### config.mk
export PLATFORM = sky130hd
export DESIGN_NAME = gregorian_date_serial_converter_top
export DESIGN_NICKNAME = d
export VERILOG_FILES = /design/src/rtl/gdsc_pkg.sv /design/src/rtl/gregorian_date_serial_converter_top.sv /design/src/rtl/gdsc_ctrl.sv /design/src/rtl/gdsc_dp.sv
export SDC_FILE = /design/constraint.sdc
export NUM_CORES = 2
export LEC_CHECK = 0
export BUFFER_PORTS_ARGS = -buffer_cell sky130_fd_sc_hd__buf_2
export CAP_MARGIN = 40
export CORE_ASPECT_RATIO = 1.25
export CORE_MARGIN = 4
export CORE_UTILIZATION = 30
export DETAILED_ROUTE_END_ITERATION = 8
export PLACE_DENSITY = 0.55
export SETUP_SLACK_MARGIN = 0.05
export SLEW_MARGIN = 20
export SYNTH_ARGS = -nofsm -noshare
export SYNTH_HDL_FRONTEND = slang
export SYNTH_SLANG_ARGS = --single-unit
### constraint.sdc
create_clock -name clk_i -period 12.4 [get_ports clk_i]
set_input_delay 0.62 -clock clk_i [delete_from_list [all_inputs] [get_ports clk_i]]
set_output_delay 0.62 -clock clk_i [all_outputs]
set_load 0.01 [all_outputs]
### src/rtl/gdsc_pkg.sv
// shared types, constants and calendar tables for the date / serial converter
package gdsc_pkg;

  // reciprocal constants for division by 100 (shift 20) and by 365 (shift 32)
  localparam logic [13:0] K100        = 14'd10486;
  localparam int unsigned K100_SHIFT  = 20;
  localparam logic [23:0] K365        = 24'd11767034;
  localparam int unsigned K365_SHIFT  = 32;
  localparam logic [8:0]  DAYS_IN_YEAR = 9'd365;
  localparam logic [6:0]  YEARS_IN_CENTURY = 7'd100;
  localparam logic [8:0]  DOY_MAX     = 9'd366;

  typedef enum logic [2:0] {
    FUNC_TO_SERIAL_UNUSED = 3'd0
  } unused_e;

  typedef enum logic [3:0] {
    OP_NONE,
    OP_LOAD,
    OP_YMUL,
    OP_YSET,
    OP_DB_MUL,
    OP_DB_LEAP,
    OP_DB_SUM,
    OP_CHECK,
    OP_SERIAL,
    OP_MONTH,
    OP_DAY,
    OP_OUT
  } op_e;

  typedef enum logic [3:0] {
    ST_IDLE,
    ST_ROUTE,
    ST_YMUL,
    ST_YSET,
    ST_DB_MUL,
    ST_DB_LEAP,
    ST_DB_SUM,
    ST_CHECK,
    ST_SERIAL,
    ST_MONTH,
    ST_DAY,
    ST_FIN
  } state_e;

  typedef struct packed {
    op_e op;
  } cmd_t;

  typedef struct packed {
    logic func;
    logic sn_ok;
    logic db_ge_sn;
  } status_t;

  // days of a common year before the first of month m (1..12)
  function automatic logic [8:0] month_start_f(input logic [3:0] m);
    logic [8:0] r;
    case (m)
      4'd1:    r = 9'd0;
      4'd2:    r = 9'd31;
      4'd3:    r = 9'd59;
      4'd4:    r = 9'd90;
      4'd5:    r = 9'd120;
      4'd6:    r = 9'd151;
      4'd7:    r = 9'd181;
      4'd8:    r = 9'd212;
      4'd9:    r = 9'd243;
      4'd10:   r = 9'd273;
      4'd11:   r = 9'd304;
      4'd12:   r = 9'd334;
      default: r = 9'd0;
    endcase
    return r;
  endfunction

  // days in month m (1..12) of a common year, zero for a bad month
  function automatic logic [4:0] month_len_f(input logic [3:0] m);
    logic [4:0] r;
    case (m)
      4'd2:                                r = 5'd28;
      4'd4, 4'd6, 4'd9, 4'd11:             r = 5'd30;
      4'd1, 4'd3, 4'd5, 4'd7, 4'd8, 4'd10,
      4'd12:                               r = 5'd31;
      default:                             r = 5'd0;
    endcase
    return r;
  endfunction

  // remainder mod 7 by folding octal digits (8 == 1 mod 7)
  function automatic logic [2:0] mod7_f(input logic [21:0] v);
    logic [23:0] w;
    logic [5:0]  s1;
    logic [3:0]  s2;
    logic [2:0]  s3;
    w  = {2'b00, v};
    s1 = '0;
    for (int i = 0; i < 8; i++) begin
      s1 = s1 + 6'(w[3*i +: 3]);
    end
    s2 = 4'(s1[2:0]) + 4'(s1[5:3]);
    s3 = s2[2:0] + 3'(s2[3]);
    return (s3 == 3'd7) ? 3'd0 : s3;
  endfunction

endpackage

### src/rtl/gregorian_date_serial_converter_top.sv
// Gregorian date to serial day number converter (and back), one request at a time.
// func 0 checks day/month/year and returns the serial number counted from 1 January
// BASE_YEAR (serial 1); func 1 turns a serial number into day/month/year. Every result
// carries serial mod 7 as weekday and a valid flag. A date request makes one pass of the
// shared year day count unit and then forms its serial number. A serial request estimates
// the year as serial/365 and then makes k downward year corrections, where k is at most 6
// with the default years and 8 over the widest year range, each correction being one pass
// of the shared year day count unit; an out-of-range serial number goes straight to the
// result. A new request is taken as soon as the sequencer is idle, even while the previous
// result still waits in the output register.
module gregorian_date_serial_converter_top
  import gdsc_pkg::*;
#(
  parameter int unsigned BASE_YEAR = 1601,
  parameter int unsigned MAX_YEAR  = 9999
) (
  input  logic        clk_i,
  input  logic        rst_ni,
  input  logic        in_valid_i,
  output logic        in_ready_o,
  input  logic        func_i,
  input  logic [4:0]  day_i,
  input  logic [3:0]  month_i,
  input  logic [13:0] year_i,
  input  logic [21:0] day_number_i,
  output logic        out_valid_o,
  input  logic        out_ready_i,
  output logic [21:0] serial_out_o,
  output logic [4:0]  day_out_o,
  output logic [3:0]  month_out_o,
  output logic [13:0] year_out_o,
  output logic [2:0]  weekday_o,
  output logic        valid_res_o
);

  cmd_t    cmd;
  status_t status;

  gdsc_ctrl u_ctrl (
    .clk_i       (clk_i),
    .rst_ni      (rst_ni),
    .in_valid_i  (in_valid_i),
    .in_ready_o  (in_ready_o),
    .out_valid_o (out_valid_o),
    .out_ready_i (out_ready_i),
    .cmd_o       (cmd),
    .status_i    (status)
  );

  gdsc_dp #(
    .BASE_YEAR (BASE_YEAR),
    .MAX_YEAR  (MAX_YEAR)
  ) u_dp (
    .clk_i        (clk_i),
    .rst_ni       (rst_ni),
    .cmd_i        (cmd),
    .status_o     (status),
    .func_i       (func_i),
    .day_i        (day_i),
    .month_i      (month_i),
    .year_i       (year_i),
    .day_number_i (day_number_i),
    .serial_out_o (serial_out_o),
    .day_out_o    (day_out_o),
    .month_out_o  (month_out_o),
    .year_out_o   (year_out_o),
    .weekday_o    (weekday_o),
    .valid_res_o  (valid_res_o)
  );

endmodule

### src/rtl/gdsc_ctrl.sv
// sequencer for the date / serial converter
module gdsc_ctrl
  import gdsc_pkg::*;
(
  input  logic    clk_i,
  input  logic    rst_ni,
  input  logic    in_valid_i,
  output logic    in_ready_o,
  output logic    out_valid_o,
  input  logic    out_ready_i,
  output cmd_t    cmd_o,
  input  status_t status_i
);

  state_e state_q, state_d;
  logic   out_valid_q, out_valid_d;

  always_ff @(posedge clk_i or negedge rst_ni) begin
    if (!rst_ni) begin
      state_q     <= ST_IDLE;
      out_valid_q <= 1'b0;
    end else begin
      state_q     <= state_d;
      out_valid_q <= out_valid_d;
    end
  end

  always_comb begin
    state_d    = state_q;
    cmd_o.op   = OP_NONE;
    in_ready_o = 1'b0;
    case (state_q)
      ST_IDLE: begin
        in_ready_o = 1'b1;
        if (in_valid_i) begin
          cmd_o.op = OP_LOAD;
          state_d  = ST_ROUTE;
        end
      end
      ST_ROUTE: begin
        if (!status_i.func) begin
          state_d = ST_DB_MUL;
        end else if (status_i.sn_ok) begin
          state_d = ST_YMUL;
        end else begin
          state_d = ST_FIN;
        end
      end
      ST_YMUL: begin
        cmd_o.op = OP_YMUL;
        state_d  = ST_YSET;
      end
      ST_YSET: begin
        cmd_o.op = OP_YSET;
        state_d  = ST_DB_MUL;
      end
      ST_DB_MUL: begin
        cmd_o.op = OP_DB_MUL;
        state_d  = ST_DB_LEAP;
      end
      ST_DB_LEAP: begin
        cmd_o.op = OP_DB_LEAP;
        state_d  = ST_DB_SUM;
      end
      ST_DB_SUM: begin
        cmd_o.op = OP_DB_SUM;
        state_d  = status_i.func ? ST_CHECK : ST_SERIAL;
      end
      ST_CHECK: begin
        // year estimate is never low, so step it down until it fits
        cmd_o.op = OP_CHECK;
        state_d  = status_i.db_ge_sn ? ST_DB_MUL : ST_MONTH;
      end
      ST_SERIAL: begin
        cmd_o.op = OP_SERIAL;
        state_d  = ST_FIN;
      end
      ST_MONTH: begin
        cmd_o.op = OP_MONTH;
        state_d  = ST_DAY;
      end
      ST_DAY: begin
        cmd_o.op = OP_DAY;
        state_d  = ST_FIN;
      end
      ST_FIN: begin
        if (!out_valid_q || out_ready_i) begin
          cmd_o.op = OP_OUT;
          state_d  = ST_IDLE;
        end
      end
      default: begin
        state_d = ST_IDLE;
      end
    endcase
  end

  always_comb begin
    if (cmd_o.op == OP_OUT) begin
      out_valid_d = 1'b1;
    end else if (out_ready_i) begin
      out_valid_d = 1'b0;
    end else begin
      out_valid_d = out_valid_q;
    end
  end

  assign out_valid_o = out_valid_q;

`ifndef ASSERT_OFF
  a_out_slot_free: assert property (@(posedge clk_i) disable iff (!rst_ni)
    (cmd_o.op == OP_OUT) |-> (!out_valid_q || out_ready_i))
    else $error("result loaded over a waiting result");

  a_accept_busy: assert property (@(posedge clk_i) disable iff (!rst_ni)
    (in_valid_i && in_ready_o) |=> (state_q != ST_IDLE))
    else $error("request accepted but sequencer stayed idle");

  a_check_func: assert property (@(posedge clk_i) disable iff (!rst_ni)
    (state_q == ST_CHECK) |-> status_i.func)
    else $error("year search entered on a date request");
`endif

endmodule

### src/rtl/gdsc_dp.sv
// datapath: year day count, year search, month split, result register
module gdsc_dp
  import gdsc_pkg::*;
#(
  parameter int unsigned BASE_YEAR = 1601,
  parameter int unsigned MAX_YEAR  = 9999
) (
  input  logic        clk_i,
  input  logic        rst_ni,
  input  cmd_t        cmd_i,
  output status_t     status_o,
  input  logic        func_i,
  input  logic [4:0]  day_i,
  input  logic [3:0]  month_i,
  input  logic [13:0] year_i,
  input  logic [21:0] day_number_i,
  output logic [21:0] serial_out_o,
  output logic [4:0]  day_out_o,
  output logic [3:0]  month_out_o,
  output logic [13:0] year_out_o,
  output logic [2:0]  weekday_o,
  output logic        valid_res_o
);

  localparam int LeapsBase = (BASE_YEAR - 1) / 4 - (BASE_YEAR - 1) / 100
                           + (BASE_YEAR - 1) / 400;
  localparam int LeapsMax  = MAX_YEAR / 4 - MAX_YEAR / 100 + MAX_YEAR / 400;
  localparam int MaxSerial = (MAX_YEAR < BASE_YEAR) ? 0
                           : (MAX_YEAR + 1 - BASE_YEAR) * 365 + LeapsMax - LeapsBase;
  localparam logic [22:0] MaxSerialC = 23'(MaxSerial);
  localparam logic [11:0] LeapsBaseC = 12'(LeapsBase);
  localparam logic [13:0] BaseY      = 14'(BASE_YEAR);
  localparam logic [13:0] MaxY       = 14'(MAX_YEAR);

  logic        func_q, sn_ok_q, ok_q, leap_q;
  logic [4:0]  day_q, dd_q;
  logic [3:0]  month_q, m_q;
  logic [13:0] year_q, y_q;
  logic [21:0] sn_q;
  logic [45:0] p365_q;
  logic [27:0] p100_q;
  logic [22:0] m365_q, db_q, ser_q;
  logic [11:0] leaps_q;
  logic [8:0]  doy_q;

  logic [21:0] serial_out_q;
  logic [4:0]  day_out_q;
  logic [3:0]  month_out_q;
  logic [13:0] year_out_q;
  logic [2:0]  weekday_q;
  logic        valid_res_q;

  logic        sn_ok_c, leap_c, date_ok_c, db_ge_sn_c;
  logic [7:0]  q100_c;
  logic [13:0] r100_c;
  logic [11:0] leaps_c;
  logic [22:0] ser_c;
  logic [4:0]  len_c;
  logic [3:0]  mcnt_c;
  logic [21:0] res_serial_c;

  assign sn_ok_c = (day_number_i != '0) && ({1'b0, day_number_i} <= MaxSerialC);

  // leap test and leap count for y_q from the y/100 quotient
  assign q100_c  = p100_q[K100_SHIFT +: 8];
  assign r100_c  = y_q - 14'(14'(q100_c) * 14'(YEARS_IN_CENTURY));
  assign leap_c  = ((y_q[1:0] == 2'b00) && (r100_c != '0))
                 || ((r100_c == '0) && (q100_c[1:0] == 2'b00));
  assign leaps_c = 12'(y_q >> 2) - 12'(q100_c) + 12'(q100_c >> 2) - 12'(leap_c);

  assign db_ge_sn_c = (db_q >= {1'b0, sn_q});

  assign len_c     = month_len_f(month_q) + 5'(leap_q && (month_q == 4'd2));
  assign date_ok_c = (year_q >= BaseY) && (year_q <= MaxY)
                   && (month_q inside {[4'd1:4'd12]})
                   && (day_q != '0) && (day_q <= len_c);
  assign ser_c     = db_q + 23'(month_start_f(month_q)) + 23'(day_q)
                   + 23'(leap_q && (month_q >= 4'd3));

  // month = 1 + number of later month starts that lie before the day of year
  always_comb begin
    mcnt_c = 4'd1;
    for (int k = 2; k <= 12; k++) begin
      if ((month_start_f(4'(k)) + 9'(leap_q && (k >= 3))) < doy_q) begin
        mcnt_c = mcnt_c + 4'd1;
      end
    end
  end

  assign res_serial_c = func_q ? sn_q : (ok_q ? ser_q[21:0] : '0);

  always_ff @(posedge clk_i) begin
    case (cmd_i.op)
      OP_LOAD: begin
        func_q  <= func_i;
        day_q   <= day_i;
        month_q <= month_i;
        year_q  <= year_i;
        sn_q    <= day_number_i;
        y_q     <= year_i;
        sn_ok_q <= sn_ok_c;
        ok_q    <= func_i && sn_ok_c;
      end
      OP_YMUL: begin
        p365_q <= 46'(sn_q) * 46'(K365);
      end
      OP_YSET: begin
        y_q <= BaseY + p365_q[K365_SHIFT +: 14];
      end
      OP_DB_MUL: begin
        p100_q <= 28'(y_q) * 28'(K100);
        m365_q <= 23'(y_q - BaseY) * 23'(DAYS_IN_YEAR);
      end
      OP_DB_LEAP: begin
        leap_q  <= leap_c;
        leaps_q <= leaps_c;
      end
      OP_DB_SUM: begin
        db_q <= m365_q + 23'(leaps_q) - 23'(LeapsBaseC);
      end
      OP_CHECK: begin
        if (db_ge_sn_c) begin
          y_q <= y_q - 14'd1;
        end else begin
          doy_q <= 9'(sn_q - db_q[21:0]);
        end
      end
      OP_SERIAL: begin
        ser_q <= ser_c;
        ok_q  <= date_ok_c && !ser_c[22];
      end
      OP_MONTH: begin
        m_q <= mcnt_c;
      end
      OP_DAY: begin
        dd_q <= 5'(doy_q - month_start_f(m_q) - 9'(leap_q && (m_q >= 4'd3)));
      end
      OP_OUT: begin
        serial_out_q <= res_serial_c;
        weekday_q    <= mod7_f(res_serial_c);
        day_out_q    <= func_q ? (ok_q ? dd_q : '0) : day_q;
        month_out_q  <= func_q ? (ok_q ? m_q : '0) : month_q;
        year_out_q   <= func_q ? (ok_q ? y_q : '0) : year_q;
        valid_res_q  <= ok_q;
      end
      default: begin
      end
    endcase
  end

  assign status_o.func     = func_q;
  assign status_o.sn_ok    = sn_ok_q;
  assign status_o.db_ge_sn = db_ge_sn_c;

  assign serial_out_o = serial_out_q;
  assign day_out_o    = day_out_q;
  assign month_out_o  = month_out_q;
  assign year_out_o   = year_out_q;
  assign weekday_o    = weekday_q;
  assign valid_res_o  = valid_res_q;

`ifndef ASSERT_OFF
  a_doy_range: assert property (@(posedge clk_i) disable iff (!rst_ni)
    (cmd_i.op == OP_MONTH) |-> ((doy_q != '0) && (doy_q <= DOY_MAX)))
    else $error("day of year out of range after year search");

  a_valid_nonzero: assert property (@(posedge clk_i) disable iff (!rst_ni)
    (cmd_i.op == OP_OUT && ok_q) |=> (serial_out_o != '0))
    else $error("valid result with zero serial number");
`endif

endmodule
==> impl_metrics.json <==
{
  "hold_class": "in2reg",
  "worst_path_max_delay_cell": "edfxtp_1",
  "whs_ns": 0.222,
  "core_mm2": 0.101,
  "slew_violations": 0,
  "synthFlopType": "edfxtp_1",
  "status": "complete, no violations",
  "htreeDepth": 1,
  "die_x_um": 294,
  "fmax_mhz": 126,
  "yosysUniqueCellTypes": 85,
  "drcViolationCount": 0,
  "via_per_inst": 4.60,
  "seq_area_frac_synth_pct": 24.3,
  "cp_max_fo": 9,
  "slew_headroom_pct": 38.7,
  "grt.overflow.total": 0,
  "yosysTopAreaCell": "ha_1",
  "cts_resized": 0,
  "wl_per_cell_um": 17.5,
  "clock-sinks": 254,
  "fin_crit_sh_pct": 64.1,
  "first_pass_iters": 6,
  "synth_area_mm2": 0.0306,
  "cpPeakStageDelay_ns": 0.59,
  "postRouteAntennaNets": 0,
  "path_clk_slew_ns": 0.06,
  "endpoint_kind": "flop",
  "finalCriticalPeriod_ns": 7.95,
  "grt_pass1_wl_mm": 120,
  "cts_root_buf": "clkbuf_16",
  "ctsLongestPathBuffers": 3,
  "fill_cells": 10208,
  "antenna_found_initial": 1,
  "rsz0062_at_grt": "false",
  "required_ns": 12.88,
  "cts_tree": "built",
  "io-pin-count": 101,
  "area_delta_synth_final_pct": 10.8,
  "nets": 3967,
  "start_util_pct": 30.3,
  "yosysWarnings": 0,
  "die_area_mm2": 0.107,
  "synthCells": 2876,
  "grtUsageTotal_pct": 14.4,
  "clock_skew_ns": 0.0151,
  "first_iter_violations": 973,
  "worst_slack_ns": 4.45,
  "clk_latency_ns": 0.58,
  "numPortBuffers": 100,
  "syn_nets": 3842,
  "die_y_um": 365,
  "antennaDiodeCount": 0,
  "max_cap_violations": 0,
  "row_count": 130,
  "layout-drive-gt1-share_pct": 7.11,
  "crit_arrival_ns": 8.44,
  "grt_max_degree": 39,
  "grt_pass1_vias": 21226,
  "place_congestion": 0.943,
  "crit_top_cell": "ha_1",
  "worst_slew_pin_slew_ns": 0.913,
  "cp-start-kind": "flop",
  "synth_top_area_share_pct": 23.5,
  "final.setup.tns_ns": 0,
  "final_util_pct": 33.6,
  "hold_viol": 0,
  "hpwl_mm": 65.4,
  "routed_wl_mm": 76.2,
  "synth.area.top_cells": "ha_1 24%, edfxtp_1 23%, fa_1 22%, inv_1 8.0%, xnor2_1 3.0%",
  "avgSynthCellArea_um2": 10.6,
  "path_class": "reg2reg",
  "setup_viol": 0,
  "yosysMostFrequentCell": "inv_1",
  "cts_made_buffers": 30,
  "synth_top_cells_by_count": "650 x inv_1, 575 x ha_1, 341 x fa_1, 232 x edfxtp_1, 133 x nand2_1",
  "vias": 19966,
  "synth_edf_count": 232,
  "async_reset_ff_share_pct": 1.97,
  "ys_ff_latch": 254,
  "pre_cts_ws_ns": 4.54
}
## cells in the final DEF (no fill, tap or decap), types with 32 or more instances in the layout
cell type / instances
nor2_1: 110
xor2_1: 54
a21oi_1: 92
xnor2_1: 104
fa_1: 341
a21o_1: 60
inv_1: 650
nand3_1: 34
edfxtp_1: 232
buf_2: 100
clkbuf_16: 32
ha_1: 575
nand2_1: 133
o21ai_0: 92
## layer usage
layer  GRT usage, %  up-vias  wire length [µm]
met3           1.41       91              2600
met4           3.54        0              2010
li1               -     9779                 -
met1           18.0     9751             32500
met2           26.6      345             39100
met5              0        -                 0
## worst paths after layout
| kind | from | slack, ns | cells after the start | end |
|---|---|---|---|---|
| min | day_i[2] | 0.22 | 1 | u_dp.day_q[2]$_DFFE_PN_ |
| max in group asynchronous | rst_ni | 11.88 | 2 | u_ctrl.state_q[0]$_DFFE_PN0P_ |
| max | u_dp.doy_q[1]$_DFFE_PP_ | 4.45 | 35 | flop |
| min in group asynchronous | rst_ni | 0.39 | 2 | u_ctrl.state_q[3]$_DFFE_PN0P_ |
| max reg2reg | u_dp.doy_q[1]$_DFFE_PP_ | 4.45 | 35 | flop |
| min reg2reg | u_dp.dd_q[1]$_DFFE_PN_ | 0.53 | 2 | u_dp.day_out_o[1]$_DFFE_PP_ |
## registers in the layout, indices dropped and copies added (netlist names), 8 cells and up, named ones only
signal,count
u_dp.m365_q,23
u_dp.doy_q,9
u_dp.p365_q,14
u_dp.p100_q,8
u_dp.db_q,23
u_dp.serial_out_o,22
u_dp.year_q,14
u_dp.leaps_q,12
u_dp.y_q,14
u_dp.year_out_o,14
u_dp.sn_q,22
u_dp.ser_q,22
## cell type report
| class | count | area [µm²] | share of cell area, % |
|---|---|---|---|
| clock inverters | 14 | 190 | 0.561 |
| clock buffers | 42 | 888 | 2.62 |
| repair buffers | 119 | 669 | 1.97 |
| well taps | 1320 | 1650 | 4.87 |
| multi-input cells | 1945 | 20600 | 60.8 |
| flip-flops and latches | 254 | 7430 | 21.9 |
| inverters | 651 | 2440 | 7.21 |
## cells by family after synthesis
kind of cell / count (synthesis) / share of synthesized area (%)
buffers and inverters: 677 / 8.33
flip-flops: 254 / 24.3
adder cells (fa/ha/maj): 916 / 45.8
XOR/XNOR: 165 / 5.03
AND/OR/NAND/NOR: 435 / 6.76
AO/OA/AOI/OAI: 410 / 9.03
multiplexers: 19 / 0.708
## metrics by stage
step	area (µm²)	std cells
after floorplan	30600	2876
after global placement	32700	4283
after detailed placement	32800	4287
after CTS	33900	4344
after global routing	33900	4345
final	33900	4345
## what timing repair did
action,in CTS,in global routing
hold buffers,1,0
endpoints found under the hold margin,5,0
setup buffers,0,0
## critical path, delay by kind of cell, from the launching register on
family | cells | cell delay, ns
flip-flops | 1 | 0.59
adder cells (fa/ha/maj) | 11 | 3.15
buffers and inverters | 2 | 0.17
multiplexers | 4 | 1.29
AND/OR/NAND/NOR | 11 | 1.24
AO/OA/AOI/OAI | 7 | 1.42
Power is not shown: default switching activity piles up to over one toggle a cycle in this logic, so the estimate is an artifact.
